## src/hw/rtl/srgi_pkg.sv

```systemverilog
// Shared types, constants and BCD conversion for the serial RTC GPIO interface
package srgi_pkg;

  typedef logic [7:0] byte_t;

  localparam int BufferBytes = 7;

  localparam byte_t OfsData    = 8'hC4;
  localparam byte_t OfsDir     = 8'hC6;
  localparam byte_t OfsCtrl    = 8'hC8;
  localparam byte_t StatusByte = 8'h40;

  localparam logic [2:0] CmdStatus      = 3'd1;
  localparam logic [2:0] CmdDateTime    = 3'd2;
  localparam logic [2:0] CmdDateTimeAlt = 3'd3;
  localparam logic [2:0] CmdTime        = 3'd4;

  localparam logic [2:0] LenStatus   = 3'd1;
  localparam logic [2:0] LenDateTime = 3'd7;
  localparam logic [2:0] LenTime     = 3'd3;

  function automatic byte_t bcd8(input logic [6:0] v);
    logic [14:0] prod;
    logic [3:0]  tens;
    logic [6:0]  rest;
    prod = 15'(v) * 15'd205;
    tens = prod[14:11];
    rest = v - 7'(7'(tens) * 7'd10);
    return {tens, rest[3:0]};
  endfunction

endpackage

```

## src/hw/rtl/serial_rtc_gpio_interface_top.sv

```systemverilog
// Serial RTC behind data, direction and control byte registers
//
// Usage: each beat on the input channel (in_valid / in_stall) is one bus
// access: func selects read or write, reg_offset picks the data (0xC4),
// direction (0xC6) or control (0xC8) register. The date and time fields
// are sampled on the beat that completes a read command.
// Each input beat yields exactly one output beat (out_valid / out_stall)
// carrying rdata: the register on a read, zero on writes and unknown
// offsets.
// The output beat follows in the cycle after its input beat while the output
// is free. Throughput: one access per cycle while in_stall is low; the serial
// protocol state and registers update in the same cycle as the access.
// The output register is backed by one skid entry: an access is taken
// while a result waits; in_stall rises only once both hold results and
// out_stall is held high.
// Reset (rst, synchronous): the data, direction and control registers and protocol
// state clear to idle, both result stages empty; the byte buffer and result data hold no reset value.
module serial_rtc_gpio_interface_top (
  input  logic              clk,
  input  logic              rst,
  input  logic              in_valid,
  output logic              in_stall,
  input  logic              func,
  input  srgi_pkg::byte_t   reg_offset,
  input  srgi_pkg::byte_t   wdata,
  input  logic [6:0]        year_in_century,
  input  logic [3:0]        month,
  input  logic [4:0]        day_of_month,
  input  logic [2:0]        weekday,
  input  logic [4:0]        hour,
  input  logic [5:0]        minute,
  input  logic [5:0]        second,
  output logic              out_valid,
  input  logic              out_stall,
  output srgi_pkg::byte_t   rdata
);
  import srgi_pkg::*;

  localparam logic [1:0] PsIdle    = 2'd0;
  localparam logic [1:0] PsCommand = 2'd1;
  localparam logic [1:0] PsReading = 2'd2;
  localparam logic [1:0] PsWriting = 2'd3;

  byte_t      pin_data, pin_data_next;
  byte_t      pin_direction, pin_direction_next;
  byte_t      pin_control, pin_control_next;
  logic [1:0] proto_state, proto_state_next;
  logic [5:0] bit_counter, bit_counter_next;
  byte_t      command_shift, command_shift_next;
  byte_t      serial_buffer [BufferBytes];
  byte_t      serial_buffer_next [BufferBytes];
  logic [2:0] byte_index, byte_index_next;
  logic [2:0] transfer_length, transfer_length_next;
  logic       chip_select_prev, chip_select_prev_next;
  logic       serial_clock_prev, serial_clock_prev_next;

  byte_t      skid_rdata;
  logic       skid_valid;
  byte_t      result;
  logic       accept;
  logic       take;

  logic       cs, sck, sio;
  byte_t      shifted;
  logic [5:0] count_inc;
  logic [2:0] cmd_code;
  logic       cmd_read;
  logic       cmd_ok;
  logic [2:0] cmd_len;
  logic       out_bit;

  assign in_stall = skid_valid;
  assign accept   = in_valid && !skid_valid;
  assign take     = out_valid && !out_stall;

  assign cs       = wdata[2];
  assign sck      = wdata[0];
  assign sio      = wdata[1];
  assign cmd_code = {shifted[4], shifted[5], shifted[6]};
  assign cmd_read = shifted[7];

  always_comb begin
    unique case (cmd_code)
      CmdStatus: begin
        cmd_ok  = 1'b1;
        cmd_len = LenStatus;
      end
      CmdDateTime, CmdDateTimeAlt: begin
        cmd_ok  = 1'b1;
        cmd_len = LenDateTime;
      end
      CmdTime: begin
        cmd_ok  = 1'b1;
        cmd_len = LenTime;
      end
      default: begin
        cmd_ok  = 1'b0;
        cmd_len = 3'd0;
      end
    endcase
  end

  always_comb begin
    pin_data_next          = pin_data;
    pin_direction_next     = pin_direction;
    pin_control_next       = pin_control;
    proto_state_next       = proto_state;
    bit_counter_next       = bit_counter;
    command_shift_next     = command_shift;
    byte_index_next        = byte_index;
    transfer_length_next   = transfer_length;
    chip_select_prev_next  = chip_select_prev;
    serial_clock_prev_next = serial_clock_prev;
    serial_buffer_next     = serial_buffer;
    result                 = '0;
    shifted                = command_shift;
    count_inc              = bit_counter + 6'd1;
    out_bit                = 1'b0;

    if (accept && func) begin
      if (reg_offset == OfsData) begin
        pin_data_next = wdata;
        if (cs && !chip_select_prev) begin
          proto_state_next   = PsCommand;
          bit_counter_next   = '0;
          command_shift_next = '0;
          byte_index_next    = '0;
        end
        if (!cs) begin
          proto_state_next = PsIdle;
        end
        shifted   = command_shift_next | byte_t'({7'd0, sio} << bit_counter_next[2:0]);
        count_inc = bit_counter_next + 6'd1;
        if (cs && sck && !serial_clock_prev) begin
          if (pin_direction[1]) begin
            if (proto_state_next == PsCommand) begin
              command_shift_next = shifted;
              bit_counter_next   = count_inc;
              if (count_inc == 6'd8) begin
                bit_counter_next = '0;
                if (cmd_ok) begin
                  transfer_length_next = cmd_len;
                  for (int i = 0; i < BufferBytes; i++) begin
                    if (3'(i) < cmd_len) begin
                      serial_buffer_next[i] = '0;
                    end
                  end
                  if (cmd_read) begin
                    priority if (cmd_code == CmdStatus) begin
                      serial_buffer_next[0] = StatusByte;
                    end else if (cmd_code == CmdTime) begin
                      serial_buffer_next[0] = bcd8({2'd0, hour});
                      serial_buffer_next[1] = bcd8({1'd0, minute});
                      serial_buffer_next[2] = bcd8({1'd0, second});
                    end else begin
                      serial_buffer_next[0] = bcd8(year_in_century);
                      serial_buffer_next[1] = bcd8({3'd0, month});
                      serial_buffer_next[2] = bcd8({2'd0, day_of_month});
                      serial_buffer_next[3] = bcd8({4'd0, weekday});
                      serial_buffer_next[4] = bcd8({2'd0, hour});
                      serial_buffer_next[5] = bcd8({1'd0, minute});
                      serial_buffer_next[6] = bcd8({1'd0, second});
                    end
                    proto_state_next = PsReading;
                  end else begin
                    proto_state_next = PsWriting;
                  end
                end else begin
                  proto_state_next = PsIdle;
                end
              end
            end else if (proto_state_next == PsWriting &&
                         byte_index_next < transfer_length_next) begin
              if ({1'b0, byte_index_next} < 4'(BufferBytes)) begin
                serial_buffer_next[byte_index_next][bit_counter_next[2:0]] =
                  serial_buffer[byte_index_next][bit_counter_next[2:0]] | sio;
              end
              bit_counter_next = count_inc;
              if (count_inc[2:0] == 3'd0) begin
                byte_index_next = byte_index_next + 3'd1;
              end
            end
          end else if (proto_state_next == PsReading &&
                       byte_index_next < transfer_length_next) begin
            if ({1'b0, byte_index_next} < 4'(BufferBytes)) begin
              out_bit = serial_buffer[byte_index_next][bit_counter_next[2:0]];
            end
            pin_data_next[1] = out_bit;
            bit_counter_next = count_inc;
            if (count_inc[2:0] == 3'd0) begin
              byte_index_next = byte_index_next + 3'd1;
            end
          end
        end
        chip_select_prev_next  = cs;
        serial_clock_prev_next = sck;
      end else if (reg_offset == OfsDir) begin
        pin_direction_next = wdata;
      end else if (reg_offset == OfsCtrl) begin
        pin_control_next = wdata;
      end
    end else if (accept) begin
      if (reg_offset == OfsData) begin
        result = pin_data;
      end else if (reg_offset == OfsDir) begin
        result = pin_direction;
      end else if (reg_offset == OfsCtrl) begin
        result = pin_control;
      end
    end
  end

  always_ff @(posedge clk) begin
    if (rst) begin
      pin_data          <= '0;
      pin_direction     <= '0;
      pin_control       <= '0;
      proto_state       <= PsIdle;
      bit_counter       <= '0;
      command_shift     <= '0;
      byte_index        <= '0;
      transfer_length   <= '0;
      chip_select_prev  <= 1'b0;
      serial_clock_prev <= 1'b0;
    end else begin
      pin_data          <= pin_data_next;
      pin_direction     <= pin_direction_next;
      pin_control       <= pin_control_next;
      proto_state       <= proto_state_next;
      bit_counter       <= bit_counter_next;
      command_shift     <= command_shift_next;
      byte_index        <= byte_index_next;
      transfer_length   <= transfer_length_next;
      chip_select_prev  <= chip_select_prev_next;
      serial_clock_prev <= serial_clock_prev_next;
    end
  end

  always_ff @(posedge clk) begin
    serial_buffer <= serial_buffer_next;
  end

  always_ff @(posedge clk) begin
    if (rst) begin
      out_valid  <= 1'b0;
      skid_valid <= 1'b0;
    end else begin
      priority if (take && skid_valid) begin
        skid_valid <= 1'b0;
      end else if (accept && (!out_valid || take)) begin
        out_valid <= 1'b1;
      end else if (accept) begin
        skid_valid <= 1'b1;
      end else if (take) begin
        out_valid <= 1'b0;
      end else begin
        out_valid <= out_valid;
      end
    end
  end

  always_ff @(posedge clk) begin
    if (take && skid_valid) begin
      rdata <= skid_rdata;
    end else if (accept && (!out_valid || take)) begin
      rdata <= result;
    end
    if (accept && out_valid && !take) begin
      skid_rdata <= result;
    end
  end

endmodule

```

## config.mk

```make
export PLATFORM = sky130hd
export DESIGN_NAME = serial_rtc_gpio_interface_top
export DESIGN_NICKNAME = d
export VERILOG_FILES = /design/src/hw/rtl/srgi_pkg.sv /design/src/hw/rtl/serial_rtc_gpio_interface_top.sv
export SDC_FILE = /design/constraint.sdc
export NUM_CORES = 1
export LEC_CHECK = 0
export BUFFER_PORTS_ARGS = -buffer_cell sky130_fd_sc_hd__buf_2
export CAP_MARGIN = 15
export CORE_MARGIN = 2
export CORE_UTILIZATION = 60
export CTS_CLUSTER_DIAMETER = 200
export DETAILED_ROUTE_END_ITERATION = 10
export PLACE_DENSITY = 0.77
export SKIP_CTS_REPAIR_TIMING = 1
export SYNTH_ARGS = -nofsm -noshare
export SYNTH_HDL_FRONTEND = slang
export SYNTH_SLANG_ARGS = --single-unit
```

## constraint.sdc

```tcl
create_clock -name clk -period 6.05 [get_ports clk]
set_input_delay 1.21 -clock clk [delete_from_list [all_inputs] [get_ports clk]]
set_output_delay 1.21 -clock clk [all_outputs]
set_load 0.005 [all_outputs]
```

==> qor.txt <==
Status - finished, final reports clean
Antenna cells - 0
CP max FO - 4
Initial antenna violation count - 0
Post-route clock period utilization - 88.26%
Post-synth ARST share - 0%
CP required - 6.20 ns
Total number of vias - 9,945
H-tree levels - 4
Syn Std Cell Area - 10,930 um^2
Final Slew Violations - 0
Cell Area, Placed - 11,400 um^2
WHS Path Cells - 2
Min-Delay Endpoint - pin_data[1]
Clock Latency Late Sink - 0.43 ns
Setup TNS - 0 ns
Root Driver - clkbuf_16
FF-to-FF Start - pin_data[2]
Number of nets with antenna violations after routing - 0
HPWL after DPL - 21,810 um
Row count - 49
Total I/O pin count - 67
CORE AREA - 17,900 um^2
Peak VDD IR - 0.0003227 V
Setup-failing EPs final - 0
FF-to-FF End - serial_buffer[3]
Max Freq - 0.1873 GHz
Starting DRC count in detailed routing - 1,066
Final hold viol count - 0
Cts bufs inserted - 17
Initial Util - 61.04%
Gpl congestion - 0.9527
Yosys reg bits - 116
Die Width - 139.0 um
Layout cells sized above 1 - 11.88%
Unrepaired setup endpoints after global routing - no
Worst-path clk slew - 0.06 ns
Worst hold-check path type - flip-flop to flip-flop
TritonCTS Sinks - 116
Setup Skew - 0.008520 ns
Critical path arrival - 5.49 ns
Fin nets - 1,548
Drt first pass iters - 6
Reg2reg setup slack - 1.51 ns
Post-synth net total - 1,507
Final non-filler cell area - 12,000 um^2
Vias in the first global route - 9,935
Synth Warn # - 0
Seq/Total Area, Yosys - 27.85%
CTS tree - built
Avg Synthesized Cell Area - 8.617 um^2
Area growth syn-to-layout - 9.802%
Leakage - 5.208 nW
GRT overflow - 0
Largest net degree at the start of global routing - 57
Post-Route WL - 30,240 um
Critical-path cell list - buf_2 -> inv_1 -> ha_1 -> fa_1 -> inv_1 -> fa_1 -> ha_1 -> a211oi_1 -> o211ai_1 -> a21oi_1 -> xnor2_1 -> ha_1 -> inv_1 -> fa_1 -> xor2_1 -> xnor2_1 -> xnor2_1 -> mux2_2 -> o221ai_1
First-pass GRT wire length - 49,930 um
Top_reg_cell synth - edfxtp_1
Number of enable flip-flop cells after synthesis - 72
Slew @ Worst Pin - 1.275 ns
Post-Syn Instances - 1,268
Max cap viols - 0
Max-slew headroom - 14.34%
CP max stage delay - 0.43 ns
Drt drc - 0
CP Capture Type - flip-flop
Distinct cell type count after synthesis - 83
Power per cell area - 213.0 nW/um^2
Via/cell ratio - 6.412
Post-detailed-route wirelength per cell - 19.50 um
Tmin final - 5.340 ns
HP Start - pin_data[1]
Die Y - 139.0 um
Slowest CP cell - fa_1
Input/output buffers - 66
Clock buffer depth - 2
Gr usage total - 31.74%
Critical path startpoint category - primary input
Die area - 19,310 um^2
Worst R2R Path Depth - 13
Setup CP Type - primary input to flip-flop
==> placed cells by master (no fill, tap or decap), types with 9 or more instances in the layout <==
master / synthesis / routed
ha_1: 154 / 154
nor2_1: 133 / 133
a21oi_1: 130 / 130
inv_1: 120 / 120
nand2_1: 115 / 115
edfxtp_1: 72 / 72
buf_2: 18 / 67
o21ai_0: 60 / 60
dfxtp_1: 44 / 44
mux2i_1: 39 / 39
fa_1: 28 / 28
o22ai_1: 26 / 26
xnor2_1: 25 / 25
nor3_1: 23 / 23
buf_4: 1 / 21
nand3_1: 17 / 17
clkbuf_16: 0 / 17
and2_1: 14 / 14
a21o_1: 13 / 13
o211ai_1: 11 / 11
xor2_1: 11 / 11
or3_1: 11 / 10
a22oi_1: 10 / 10
or2_2: 9 / 9
==> synth_stat cells, types with 5 or more instances <==
| cell type | number | area [um^2] |
|---|---|---|
| a2111oi_0 | 7 | 61.31 |
| a211oi_1 | 5 | 37.54 |
| a21o_1 | 13 | 97.59 |
| a21oi_1 | 130 | 650.6 |
| a22oi_1 | 10 | 75.07 |
| a31oi_1 | 7 | 43.79 |
| and2_1 | 14 | 87.58 |
| buf_2 | 18 | 90.09 |
| clkbuf_1 | 39 | 146.4 |
| dfxtp_1 | 44 | 880.8 |
| edfxtp_1 | 72 | 2162 |
| fa_1 | 28 | 560.5 |
| ha_1 | 154 | 1927 |
| inv_1 | 120 | 450.4 |
| mux2_2 | 8 | 90.09 |
| mux2i_1 | 39 | 390.4 |
| nand2_1 | 115 | 431.7 |
| nand2b_1 | 7 | 43.79 |
| nand3_1 | 17 | 85.08 |
| nand4_1 | 5 | 31.28 |
| nand4b_1 | 5 | 43.79 |
| nor2_1 | 133 | 499.2 |
| nor2b_1 | 7 | 43.79 |
| nor3_1 | 23 | 115.1 |
| o211ai_1 | 11 | 82.58 |
| o21ai_0 | 60 | 300.3 |
| o221ai_1 | 8 | 70.07 |
| o22ai_1 | 26 | 162.7 |
| or2_2 | 9 | 56.30 |
| or3_1 | 11 | 68.82 |
| xnor2_1 | 25 | 219.0 |
| xor2_1 | 11 | 96.34 |
==> critical path, delay by kind of cell <==
family,cells,cell delay (ns)
multiplexers,1,0.19
XOR/XNOR,4,0.81
buffers and inverters,4,0.30
AO/OA/AOI/OAI,4,0.89
adder cells (fa/ha/maj),6,2.08
==> layer usage <==
metal	track usage (%)	up-vias	wire (um)
met3	6.008	114	2814
met5	0	-	0
met2	53.28	579	14290
met4	14.78	0	1224
met1	39.70	4650	11910
li1	-	4602	-
==> flip-flops by register name, indices dropped and copies added (netlist names), 4 cells and up <==
name / cells
rdata: 8
pin_data: 8
pin_control: 8
skid_rdata: 8
serial_buffer: 56
pin_direction: 8
command_shift: 4
bit_counter: 6
==> power breakdown <==
| group | internal, W | switching [W] |
|---|---|---|
| Clock | 0.000620 | 0.000402 |
| Sequential | 0.000839 | 0.00000185 |
| Combinational | 0.000307 | 0.000386 |
==> logic make-up after synthesis <==
kind of cell	count (synthesis)	share of synthesized area [%]
and+or+nand+nor	380	16.92
AOI/OAI and AO/OA	320	18.07
buffers and inverters	186	6.905
adders and majority gates	182	22.76
DFF	116	27.85
muxes	47	4.397
xor gates and xnor gates	37	3.092
==> how the worst max path moves through the flow <==
stage,from,to,slack [ns],cells past startpoint
2_1_floorplan,minute[4],serial_buffer[43],0.79,18
3_3_place_gp,minute[4],serial_buffer[43],0.49,19
3_5_place_dp,minute[4],serial_buffer[43],0.28,19
4_1_cts,minute[4],serial_buffer[43],0.72,19
5_1_grt,minute[4],serial_buffer[43],0.47,19
6_report,minute[4],serial_buffer[43],0.71,19
==> area by class of cell <==
class | instances | area, um^2
tap | 229 | 286.5
clock buffer | 18 | 439.2
clock inverter | 14 | 152.6
fill | 1509 | 5904
inverter | 120 | 450.4
multi-input combinational | 966 | 7133
timing repair buffer | 88 | 493.0
sequential | 116 | 3043
==> metrics by stage <==
step	hold slack [ns]	power (W)	worst slack [ns]	util, %	std cells
finish	0.4497	0.002555	0.7101	67.02	1551
CTS	0.4510	0.002557	0.7162	66.99	1550
detailed placement	0.4430	0.001548	0.2811	63.68	1518
global route	0.4664	0.002702	0.4717	67.02	1551
floorplan	0.4287	0.001364	0.7874	-	1268
global placement	0.4359	0.001517	0.4941	63.68	1518
Power figures use the tool's default switching activity.
